--- src/sv/scg_pkg.sv ---
// Shared types, constants and helper functions for the submask candidate generator.
package scg_pkg;

	localparam int MaskWidth = 16;
	localparam int CntWidth  = $clog2(MaskWidth + 1);
	localparam int IdxWidth  = $clog2(MaskWidth);

	typedef logic [MaskWidth-1:0] mask_t;
	typedef logic [CntWidth-1:0]  cnt_t;
	typedef logic [IdxWidth-1:0]  idx_t;

	typedef enum logic {
		ModeLoad = 1'b0,
		ModeNext = 1'b1
	} mode_t;

	typedef struct packed {
		mode_t mode;
		mask_t mask;
	} item_t;

	typedef struct packed {
		mask_t candidate;
		cnt_t  weight;
		logic  last;
	} result_t;

	function automatic cnt_t count_ones(mask_t v);
		cnt_t c;
		c = '0;
		for (int i = 0; i < MaskWidth; i++) begin
			c = c + cnt_t'(v[i]);
		end
		return c;
	endfunction

	function automatic mask_t low_mask(cnt_t n);
		mask_t m;
		for (int i = 0; i < MaskWidth; i++) begin
			m[i] = (cnt_t'(i) < n);
		end
		return m;
	endfunction

endpackage

--- src/sv/scg_advance.sv ---
// Next compressed pattern: same-weight successor, next weight's first, else empty.
module scg_advance import scg_pkg::*; (
	input  mask_t pattern,
	input  cnt_t  weight,
	input  cnt_t  ones,
	output mask_t next_pattern,
	output cnt_t  next_weight
);

	mask_t top;
	mask_t lowest;
	mask_t ripple;
	idx_t  tz;

	always_comb begin
		top    = low_mask(ones) ^ low_mask(ones - weight);
		lowest = pattern & mask_t'(~pattern + mask_t'(1));
		ripple = pattern + lowest;
		tz     = '0;
		for (int i = 0; i < MaskWidth; i++) begin
			tz = tz | (lowest[i] ? idx_t'(i) : idx_t'(0));
		end
		if (weight >= ones) begin
			next_pattern = '0;
			next_weight  = '0;
		end else if (pattern == top) begin
			next_weight  = weight + cnt_t'(1);
			next_pattern = low_mask(weight + cnt_t'(1));
		end else begin
			next_weight  = weight;
			next_pattern = (((ripple ^ pattern) >> 2) >> tz) | ripple;
		end
	end

endmodule

--- src/sv/scg_deposit.sv ---
// Bit deposit: scatters the low bits of a pattern into the set positions of a mask.
module scg_deposit import scg_pkg::*; (
	input  mask_t bits,
	input  mask_t positions,
	output mask_t deposited
);

	cnt_t prefix [MaskWidth];

	always_comb begin
		for (int p = 0; p < MaskWidth; p++) begin
			prefix[p]    = count_ones(positions & low_mask(cnt_t'(p)));
			deposited[p] = positions[p] & bits[prefix[p][IdxWidth-1:0]];
		end
	end

endmodule

--- src/sv/submask_candidate_generator.sv ---
// Top level of the submask candidate generator with input and result registers.
// An accepted item is held in the input register; the result of a next item is
// registered in the result register, and a full, stalled result register holds
// a next item in the input register. Throughput is one item per cycle while no
// such stall holds it; the state update sits between the two registers. Load items
// produce no result. Reset clears the run state: empty mask, empty pattern next.
module submask_candidate_generator import scg_pkg::*; (
	input  logic    clk,
	input  logic    arst_n,
	input  logic    item_valid,
	output logic    item_stall,
	input  item_t   item,
	output logic    result_valid,
	input  logic    result_stall,
	output result_t result
);

	logic    valid_s1;
	item_t   item_s1;
	mask_t   held_mask_q;
	cnt_t    mask_ones_q;
	mask_t   pattern_q;
	cnt_t    weight_q;
	logic    started_q;
	logic    result_valid_q;
	result_t result_q;

	logic    s1_next;
	logic    out_free;
	logic    s1_go;
	logic    take;
	mask_t   adv_pattern;
	cnt_t    adv_weight;
	mask_t   step_pattern;
	cnt_t    step_weight;
	mask_t   candidate;

	scg_advance u_advance (
		.pattern      (pattern_q),
		.weight       (weight_q),
		.ones         (mask_ones_q),
		.next_pattern (adv_pattern),
		.next_weight  (adv_weight)
	);

	scg_deposit u_deposit (
		.bits      (step_pattern),
		.positions (held_mask_q),
		.deposited (candidate)
	);

	always_comb begin
		s1_next      = (item_s1.mode == ModeNext);
		out_free     = !result_valid_q || !result_stall;
		s1_go        = valid_s1 && (!s1_next || out_free);
		item_stall   = valid_s1 && !s1_go;
		take         = item_valid && !item_stall;
		step_pattern = started_q ? adv_pattern : pattern_q;
		step_weight  = started_q ? adv_weight : weight_q;
	end

	assign result_valid = result_valid_q;
	assign result       = result_q;

	always_ff @(posedge clk or negedge arst_n) begin
		if (!arst_n) begin
			valid_s1       <= 1'b0;
			held_mask_q    <= '0;
			mask_ones_q    <= '0;
			pattern_q      <= '0;
			weight_q       <= '0;
			started_q      <= 1'b0;
			result_valid_q <= 1'b0;
		end else begin
			if (take) begin
				valid_s1 <= 1'b1;
			end else if (s1_go) begin
				valid_s1 <= 1'b0;
			end
			if (s1_go) begin
				if (!s1_next) begin
					held_mask_q <= item_s1.mask;
					mask_ones_q <= count_ones(item_s1.mask);
					pattern_q   <= '0;
					weight_q    <= '0;
					started_q   <= 1'b0;
				end else begin
					pattern_q <= step_pattern;
					weight_q  <= step_weight;
					started_q <= 1'b1;
				end
			end
			if (s1_go && s1_next) begin
				result_valid_q <= 1'b1;
			end else if (!result_stall) begin
				result_valid_q <= 1'b0;
			end
		end
	end

	always_ff @(posedge clk) begin
		if (take) begin
			item_s1 <= item;
		end
		if (s1_go && s1_next) begin
			result_q.candidate <= candidate;
			result_q.weight    <= step_weight;
			result_q.last      <= (step_weight == mask_ones_q);
		end
	end

	assert property (@(posedge clk) disable iff (!arst_n)
		s1_go && s1_next |=> (result.candidate & ~held_mask_q) == '0)
		else $error("Candidate has a bit outside the held mask.");

	assert property (@(posedge clk) disable iff (!arst_n)
		s1_go && s1_next |=> cnt_t'($countones(result.candidate)) == result.weight)
		else $error("Candidate weight does not match its number of ones.");

	assert property (@(posedge clk) disable iff (!arst_n)
		weight_q <= mask_ones_q)
		else $error("Pattern weight exceeds the number of mask ones.");

	assert property (@(posedge clk) disable iff (!arst_n)
		s1_go && !s1_next |=> !started_q && pattern_q == '0 && weight_q == '0)
		else $error("Load did not restart the run at the empty pattern.");

endmodule

--- config.mk ---
export PLATFORM = sky130hd
export DESIGN_NAME = submask_candidate_generator
export DESIGN_NICKNAME = d
export VERILOG_FILES = /design/src/sv/scg_pkg.sv /design/src/sv/scg_advance.sv /design/src/sv/scg_deposit.sv /design/src/sv/submask_candidate_generator.sv
export SDC_FILE = /design/constraint.sdc
export NUM_CORES = 1
export LEC_CHECK = 0
export BUFFER_PORTS_ARGS = -buffer_cell sky130_fd_sc_hd__buf_2
export CORE_MARGIN = 2
export CORE_UTILIZATION = 30
export CTS_CLUSTER_DIAMETER = 200
export DETAILED_ROUTE_END_ITERATION = 8
export GPL_TIMING_DRIVEN = 1
export REMOVE_ABC_BUFFERS = 1
export SLEW_MARGIN = 20
export SYNTH_ARGS = -nofsm -noshare
export SYNTH_HDL_FRONTEND = slang
export SYNTH_SLANG_ARGS = --single-unit
export TNS_END_PERCENT = 20
--- constraint.sdc ---
create_clock -name clk -period 13.65 [get_ports clk]
set_input_delay 0 -clock clk [delete_from_list [all_inputs] [get_ports clk]]
set_output_delay 0 -clock clk [all_outputs]
set_load 0.05 [all_outputs]
Word-level counts from Yosys, hierarchy flattened
Cells that the tools add are included.
- bits in registers: 84
- logic and storage cells: 220
- shifts and indexed selects: 1
- bitwise operators: 36
- $add $sub $neg: 33
- order comparisons: 64
- reductions and logical operators: 13
- eq/ne operators: 3
- mux-type cells: 58
- operators by type and width (cell ; count):
    less-than comparator 4 x 5 -> 1 bit, first input constant ; 24
    less-than comparator 4 x 5 -> 1 bit, second input constant ; 14
    two-way mux 16 bit ; 4
    less-than comparator 3 x 5 -> 1 bit, first input constant ; 12
    binary-select mux 1 bit (select 4 bit) ; 14
    bitwise OR 4 bit ; 14
    adder 5 x 1 -> 5 bit ; 11
    adder 4 x 1 -> 4 bit ; 12
    two-way mux 4 bit ; 8
    bitwise XOR 16 bit ; 2
    less-than comparator 1 x 5 -> 1 bit, first input constant ; 6
    less-than comparator 2 x 5 -> 1 bit, first input constant ; 6
    two-way mux 1 bit ; 22
    two-way mux 5 bit ; 4
    adder 16 x 1 -> 16 bit, second input constant ; 1
    adder 16 bit ; 1
    AND 1 bit ; 16
    AND 16 bit ; 1
    == test 16 bit ; 1
    inverter 16 bit ; 1
    bitwise OR 16 bit ; 1
    right shift 14 x 4 -> 16 bit ; 1
    two-way mux 3 bit ; 4
    adder 2 x 1 -> 3 bit ; 2
    other kinds (16) ; 26

Longest topological paths before layout
Gate-level depths: netlist (run 1).
- word-level depth: 26
- mapped depth: 20

By module
A second synthesis (run 1) with hierarchy kept.
- cells, all modules: 978
- area, all modules: 9332.7 µm²
- modules (own cells, without submodules) (module ; sequential area each (µm²) ; area each (µm²) ; cells each ; times used):
    submask_candidate_generator ; 2297.2 ; 3573.4 ; 284 ; 1
    scg_advance ; 0.0 ; 2992.9 ; 473 ; 1
    scg_deposit ; 0.0 ; 2766.4 ; 221 ; 1

Worst setup path after synthesis (run 1)
OpenSTA, ideal clock, no wires.
- path type: register to register
- from: register held_mask_q[0]
- to: register result_q, in the netlist result[21] (data pin)
- period minus slack after synthesis: 7106 ps
- setup slack: 6544 ps
- required time: 13395 ps
- arrival time: 6851 ps
- stages on the path, launching flop included: 18
- path buffers: 0
- path through: dfrtp_1 > fa_1 > ha_1 > fa_1 > ha_1 > ha_1 > ha_1 > ha_1 > ha_1 > ha_1 > ha_1 > ha_1 > ha_1 > ha_1 > ha_1 > mux4_2 > mux4_2 > and2_1
- longest elaborated chain between the ends: 17
- ends and longest elaborated chain (what ; RTL line ; text):
    start, declared ; submask_candidate_generator.sv:20 ; mask_t held_mask_q;
    start signal, assigned ; submask_candidate_generator.sv:82 ; held_mask_q <= item_s1.mask;
    adder 1 x 1 -> 2 bit ; scg_pkg.sv:32 ; c = c + cnt_t'(v[i]);
    adder 2 x 1 -> 3 bit ; n/a ;
    adder 4 x 1 -> 4 bit (7 in a row) ; n/a ;
    adder 4 x 1 -> 4 bit (5 in a row) ; scg_pkg.sv:32 ;
    binary-select mux 1 bit (select 4 bit) ; scg_deposit.sv:13 ; deposited[p] = positions[p] & bits[prefix[p][IdxWidth-1:0]];
    two-way mux 1 bit (implied by the code) ; scg_deposit.sv:13 ;
    AND 1 bit ; scg_deposit.sv:13 ;
    named net candidate[15] ; submask_candidate_generator.sv:36 ; mask_t candidate;
    end, declared ; submask_candidate_generator.sv:26 ; result_t result_q;
The timed path passes the listed nets, and every way through them passes these cells. The select of a mux whose other input is x is not followed.
A chain may end at the register's enable or synchronous reset.

Worst setup path after layout (run 1)
Same ends and word-level chain as after synthesis.

==> results of run 1 <==
==> worst paths after layout <==
path,from,endpoint,slack [ps],depth (start not counted)
max,held_mask_q[0],result[21],5690,17
min,arst_n,held_mask_q[12],280,3
max reg2reg,held_mask_q[0],result[21],5690,17
min reg2reg,started_q,started_q,480,2
max in group asynchronous,arst_n,mask_ones_q[0],12900,3
min in group clk,item[8],item_s1[8],350,2
==> cells by family after synthesis <==
group	after synthesis	synth area share, %
buffers and inverters	144	5.85
muxes	56	10.7
DFF	84	24.2
and+or+nand+nor	378	19.6
adders and majority gates	50	7.61
xor gates and xnor gates	67	7.11
AOI/OAI and AO/OA	346	25.0
==> stage by stage <==
stage / setup slack [ps] / total power, mW
after floorplan: 6270 / 2.08
after global placement: 5890 / 2.43
after detailed placement: 5740 / 2.46
after CTS: 5700 / 2.72
after global routing: 5310 / 2.98
final: 5690 / 2.75
==> state kept, by name (all words and copies together), names as in the netlist, 5 cells and up <==
name         count
pattern_q       16
result          22
weight_q         5
held_mask_q     16
mask_ones_q      5
item_s1         16
==> critical path, cell delays in order, from the launching register on <==
cell     delay (ps)
dfrtp_1         440
fa_1            580
ha_1            240
fa_1            670
ha_1            330
ha_1            450
ha_1            440
ha_1            460
ha_1            450
ha_1            420
ha_1            380
ha_1            420
ha_1            410
ha_1            430
ha_1            420
mux4_2          530
mux4_2          470
and2_1          160
==> cells in the final DEF (no fill, tap or decap), types with 11 or more instances in the layout <==
cell           netlist  final
nand2_1            136    136
a21oi_1             67     67
inv_1               64     64
nor2_1              63     63
o21ai_0             61     60
dfrtp_1             45     45
buf_2               11     44
edfxtp_1            39     39
xnor2_1             38     38
ha_1                37     37
mux4_2              36     36
nand3_1             34     34
a31oi_1             28     28
o211ai_1            25     25
nor3_1              24     24
dlygate4sd3_1        0     21
buf_4                0     21
xor2_1              20     20
and2_1              18     18
nand2b_1            17     17
a211oi_1            18     17
a22o_1              17     17
mux2i_1             16     16
nor2b_1             16     15
nand4_1             13     13
fa_1                13     13
o22ai_1             12     12
and3_1              11     11
a221oi_1            11     11
==> per-layer routing <==
layer / up-vias / wire length (um) / track usage [%]
met4: 0 / 954 / 7.65
met5: - / 0 / 0
met1: 4486 / 13400 / 25.7
met3: 83 / 2860 / 3.39
met2: 496 / 14600 / 31.2
li1: 4269 / - / -
==> power groups by stage <==
| stage | clock [mW] | combinational, mW | sequential, mW |
|---|---|---|---|
| floorplan | 0 | 1.71 | 0.375 |
| global placement | 0 | 2.09 | 0.349 |
| detailed placement | 0 | 2.11 | 0.350 |
| CTS | 0.241 | 2.13 | 0.345 |
| global route | 0.250 | 2.37 | 0.351 |
| finish | 0.237 | 2.16 | 0.346 |
==> final cells by class <==
class | instances | area share, %
Clock buffer | 10 | 2.17
Clock inverter | 6 | 0.450
Inverter | 66 | 2.34
Multi-Input combinational cell | 897 | 63.0
Sequential cell | 84 | 21.7
Tap cell | 402 | 4.76
Timing Repair Buffer | 86 | 5.56
==> what timing repair did <==
| item | CTS | global route |
|---|---|---|
| setup buffers | 0 | 0 |
| hold buffers | 21 | 0 |
| hold endpoints to repair | 64 | 0 |
==> metrics.cfg, run 1 <==
[status]
status = finished clean

[global_routing]
track_usage_pct = 19.3
antenna_found_initial = 0
grt_max_degree = 46
gr-total-overflow = 0
grt_pass1_vias = 9031
grt_pass1_wl_um = 50900

[floorplanning]
core_area_um2 = 31400
die_h_um = 182
initial_core_util_pct = 30.3
die_w_um = 182
io_pins = 45
die_area_um2 = 33100
row_count = 65

[power_and_ir_drop]
pwr-share-seq_pct = 12.6
power_switching_mw = 1.42
power.density_nw_per_um2 = 260
swShare_pct = 51.6
cellLeakagePower_nw = 4.14
share_comb_of_total_power_pct = 78.7
ir_worst_vdd_mv = 0.186
internal_power_mw = 1.33
p_clk_share_pct = 8.6

[route]
first_pass_iters = 5
drtIter0Drc = 1308
vias = 9334
post-route-drc-count = 0
wire_per_inst_um = 20.5
final_antenna_net_count = 0
wirelength_um = 31800
vias_per_cell = 6.02

[synthesis]
synth.distinct_cells = 86
synthArstFlopShare_pct = 53.6
synthTopCellsByArea = edfxtp_1, dfrtp_1, mux4_2
synth-seq-cells = 84
syn_inst = 1125
synth_area_um2 = 9500
avgSynthCellArea_um2 = 8.45
yosysSeqAreaShare_pct = 24.2
yosysMostFrequentCell = nand2_1
synth-edff-count = 39
ys_warn_count = 0
synth_largest_area_cell = edfxtp_1
synth_top_area_share_pct = 12.3
yosys-top-cells-count = nand2_1, a21oi_1, inv_1
synth-main-ff-cell = dfrtp_1

[cts]
cts.repair.resized = 0
clk_path_buf_depth = 2
clk_pin_slew_worst_paths_ps = 70
cts_tree = done
cts_num_sinks = 84
cts.htree.levels = 3
cts_made_buffers = 9
cts_root_buf = clkbuf_16
worstSkewPairLatency_ps = 360

[sta]
timing.final.hold_violations = 0
setup_violations = 0
rsz0062_at_grt = false
worst_slew_pin_slew_ps = 1250
fmax_ghz = 0.126
holdWs_ps = 277
post-route-period-util_pct = 58.3
max_slew_margin_pct = 15.7
min_period_ps = 7960
clock-skew-final_ps = 12.6
slew_violations = 0
setup_tns_ps = 0

[worst_setup_path]
cp.arrival_ps = 8080
cp_data_required_time_ps = 13770
worst-setup-path-type = register to register
crit_fanout = 10
start_kind = register
critPathCaptureType = register

[hold_path]
worstHoldPathType = primary input to asynchronous set/reset pin

[layout]
design_area_um2 = 10600
seq_area_um2 = 2300
drive_gt1_share_pct = 13.3
antenna_cells = 0
fin_util_pct = 33.7
n_fill_cell = 3290
final_cells = 1551
fin_nets = 1215
multi_input_area_um2 = 6660
area_growth_pct = 11.2

[place]
io_buffers = 44
placed_cell_area_um2 = 10100
dp_cells = 1514
gp_congestion = 0.968
dp_hpwl_um = 22900

[run]
cap_violations = 0

No activity file was read; power rests on OpenSTA's default activity.
==> inputs of run 2 (changes only) <==
- clock period: 13.65 -> 6.5 ns (I/O delays scaled with it)
==> run 2 against run 1 <==
  * Count of clock-buffer cells in the layout shrank 1
  * Global-route usage is 0.57 points higher
  * Combinational power increased by 150%
  * Largest power group unchanged
==> metrics.cfg, run 2 (synthesis results as in run 1) <==
[place]
gp_congestion = 0.920
dpl_worst_slack_ps = -79.6
dp_cells = 1561
dp_hpwl_um = 24400
io_buffers = 44

[worst_setup_path]
cp.arrival_ps = 6430
critPathCaptureType = register
crit_fanout = 2
worst-setup-path-type = register to register
startpoint = held_mask_q[0]
start_kind = register
cp_data_required_time_ps = 6620
regToRegStartpoint = held_mask_q[0]

[route]
wire_per_inst_um = 20.7
final_antenna_net_count = 0
vias = 9561
vias_per_cell = 5.98
first_pass_iters = 5
drtIter0Drc = 1223
wirelength_um = 33100
post-route-drc-count = 0

[sta]
post-route-period-util_pct = 97.1
rsz0062_at_grt = false
setup_violations = 0
worst_slew_pin_slew_ps = 1170
clock-skew-final_ps = 7.76
fmax_ghz = 0.158
holdWs_ps = 289
slew_violations = 0
fin_ws_ps = 190
timing.final.hold_violations = 0
max_slew_margin_pct = 21.8
min_period_ps = 6310

[run]
cap_violations = 0

[status]
status = finished clean

[global_routing]
track_usage_pct = 19.9
grt_max_degree = 46
antenna_found_initial = 0
grt_pass1_wl_um = 52000
grt_pass1_vias = 9292
gr-total-overflow = 0

[layout]
antenna_cells = 0
final_common_cell = nand2_1
drive_gt1_share_pct = 17.1
final_cell_mix = nand2_1, a21oi_1, buf_4
area_growth_pct = 16.0
final_cells = 1598
fin_nets = 1262
largest_reg_flops = 22

[floorplanning]
die_h_um = 182
initial_core_util_pct = 30.3
core_area_um2 = 31400
die_area_um2 = 33100
row_count = 65
io_pins = 45
die_w_um = 182

[power_and_ir_drop]
power.density_nw_per_um2 = 598
ir_worst_vdd_mv = 0.378
cellLeakagePower_nw = 4.39

[cts]
clk_path_buf_depth = 2
cts_num_sinks = 84
clk_pin_slew_worst_paths_ps = 70
cts_made_buffers = 9
cts_tree = done
cts_root_buf = clkbuf_16
worstSkewPairLatency_ps = 360
cts.htree.levels = 3

[hold_path]
worstHoldPathType = primary input to asynchronous set/reset pin

## run 2: cell types whose count changed in the layout (fill, tap and decap cells not counted), sizes merged
| cell | delta |
|---|---|
| clkinv | -2 |
| bufinv | +1 |
| buf | +47 |
| clkbuf | -1 |
| inv | +2 |
## run 2: worst max-delay path: stages (launching register included)
cell	delay [ps]
dfrtp_1	400
fa_1	500
ha_1	220
fa_1	480
ha_1	330
ha_1	320
ha_1	350
ha_4	270
ha_4	250
ha_4	260
ha_4	250
ha_1	330
ha_1	340
ha_1	330
ha_1	320
mux4_2	510
mux4_2	450
and2_1	160
## run 2: repair_timing
item	CTS	global route
resized for setup	2	3
endpoints found under the hold margin	64	0
hold buffers	21	0
endpoints found under the setup margin	1	1
setup buffers	0	0
## run 2: final cells by class
type	count	area, um2
Tap cell	402	503
Clock inverter	7	78.8
Clock buffer	9	225
Timing Repair Buffer	133	953
Multi-Input combinational cell	897	6720
Sequential cell	84	2300
Inverter	66	248
Fill cell	3231	20400
## run 2: final timing paths
check                             endpoint  slack, ps  depth (start not counted)
setup / recovery                result[21]        190                         17
max in group asynchronous      weight_q[2]       5750                          3
setup reg to reg                result[21]        190                         17
hold reg to reg             held_mask_q[6]        490                          2
hold / removal             held_mask_q[12]        290                          3
min in group clk                item_s1[1]        350                          2
## run 2: per-stage QoR
step,power [mW],area (um2),util [%],TNS [ps]
global placement,5.67,10500,33.3,-52.2
finish,6.59,11000,35.1,0
CTS,6.43,11000,35.0,0
detailed placement,5.78,10500,33.3,-79.6
global route,7.10,11000,35.1,0
floorplan,4.37,9200,-,-1250
## run 2: power breakdown
group	total [mW]	internal, mW	leakage [nW]	switching (mW)
clock network	0.548	0.304	0.146	0.245
registers	0.718	0.638	0.966	0.0805
logic	5.32	2.40	3.28	2.92
## run 2: metal layers
metal | GRT usage (%) | wire (um) | vias up
met5 | 0 | 0 | -
met4 | 8.16 | 1220 | 0
met3 | 2.61 | 2320 | 91
met2 | 32.3 | 15300 | 494
met1 | 26.8 | 14300 | 4602
li1 | - | - | 4374
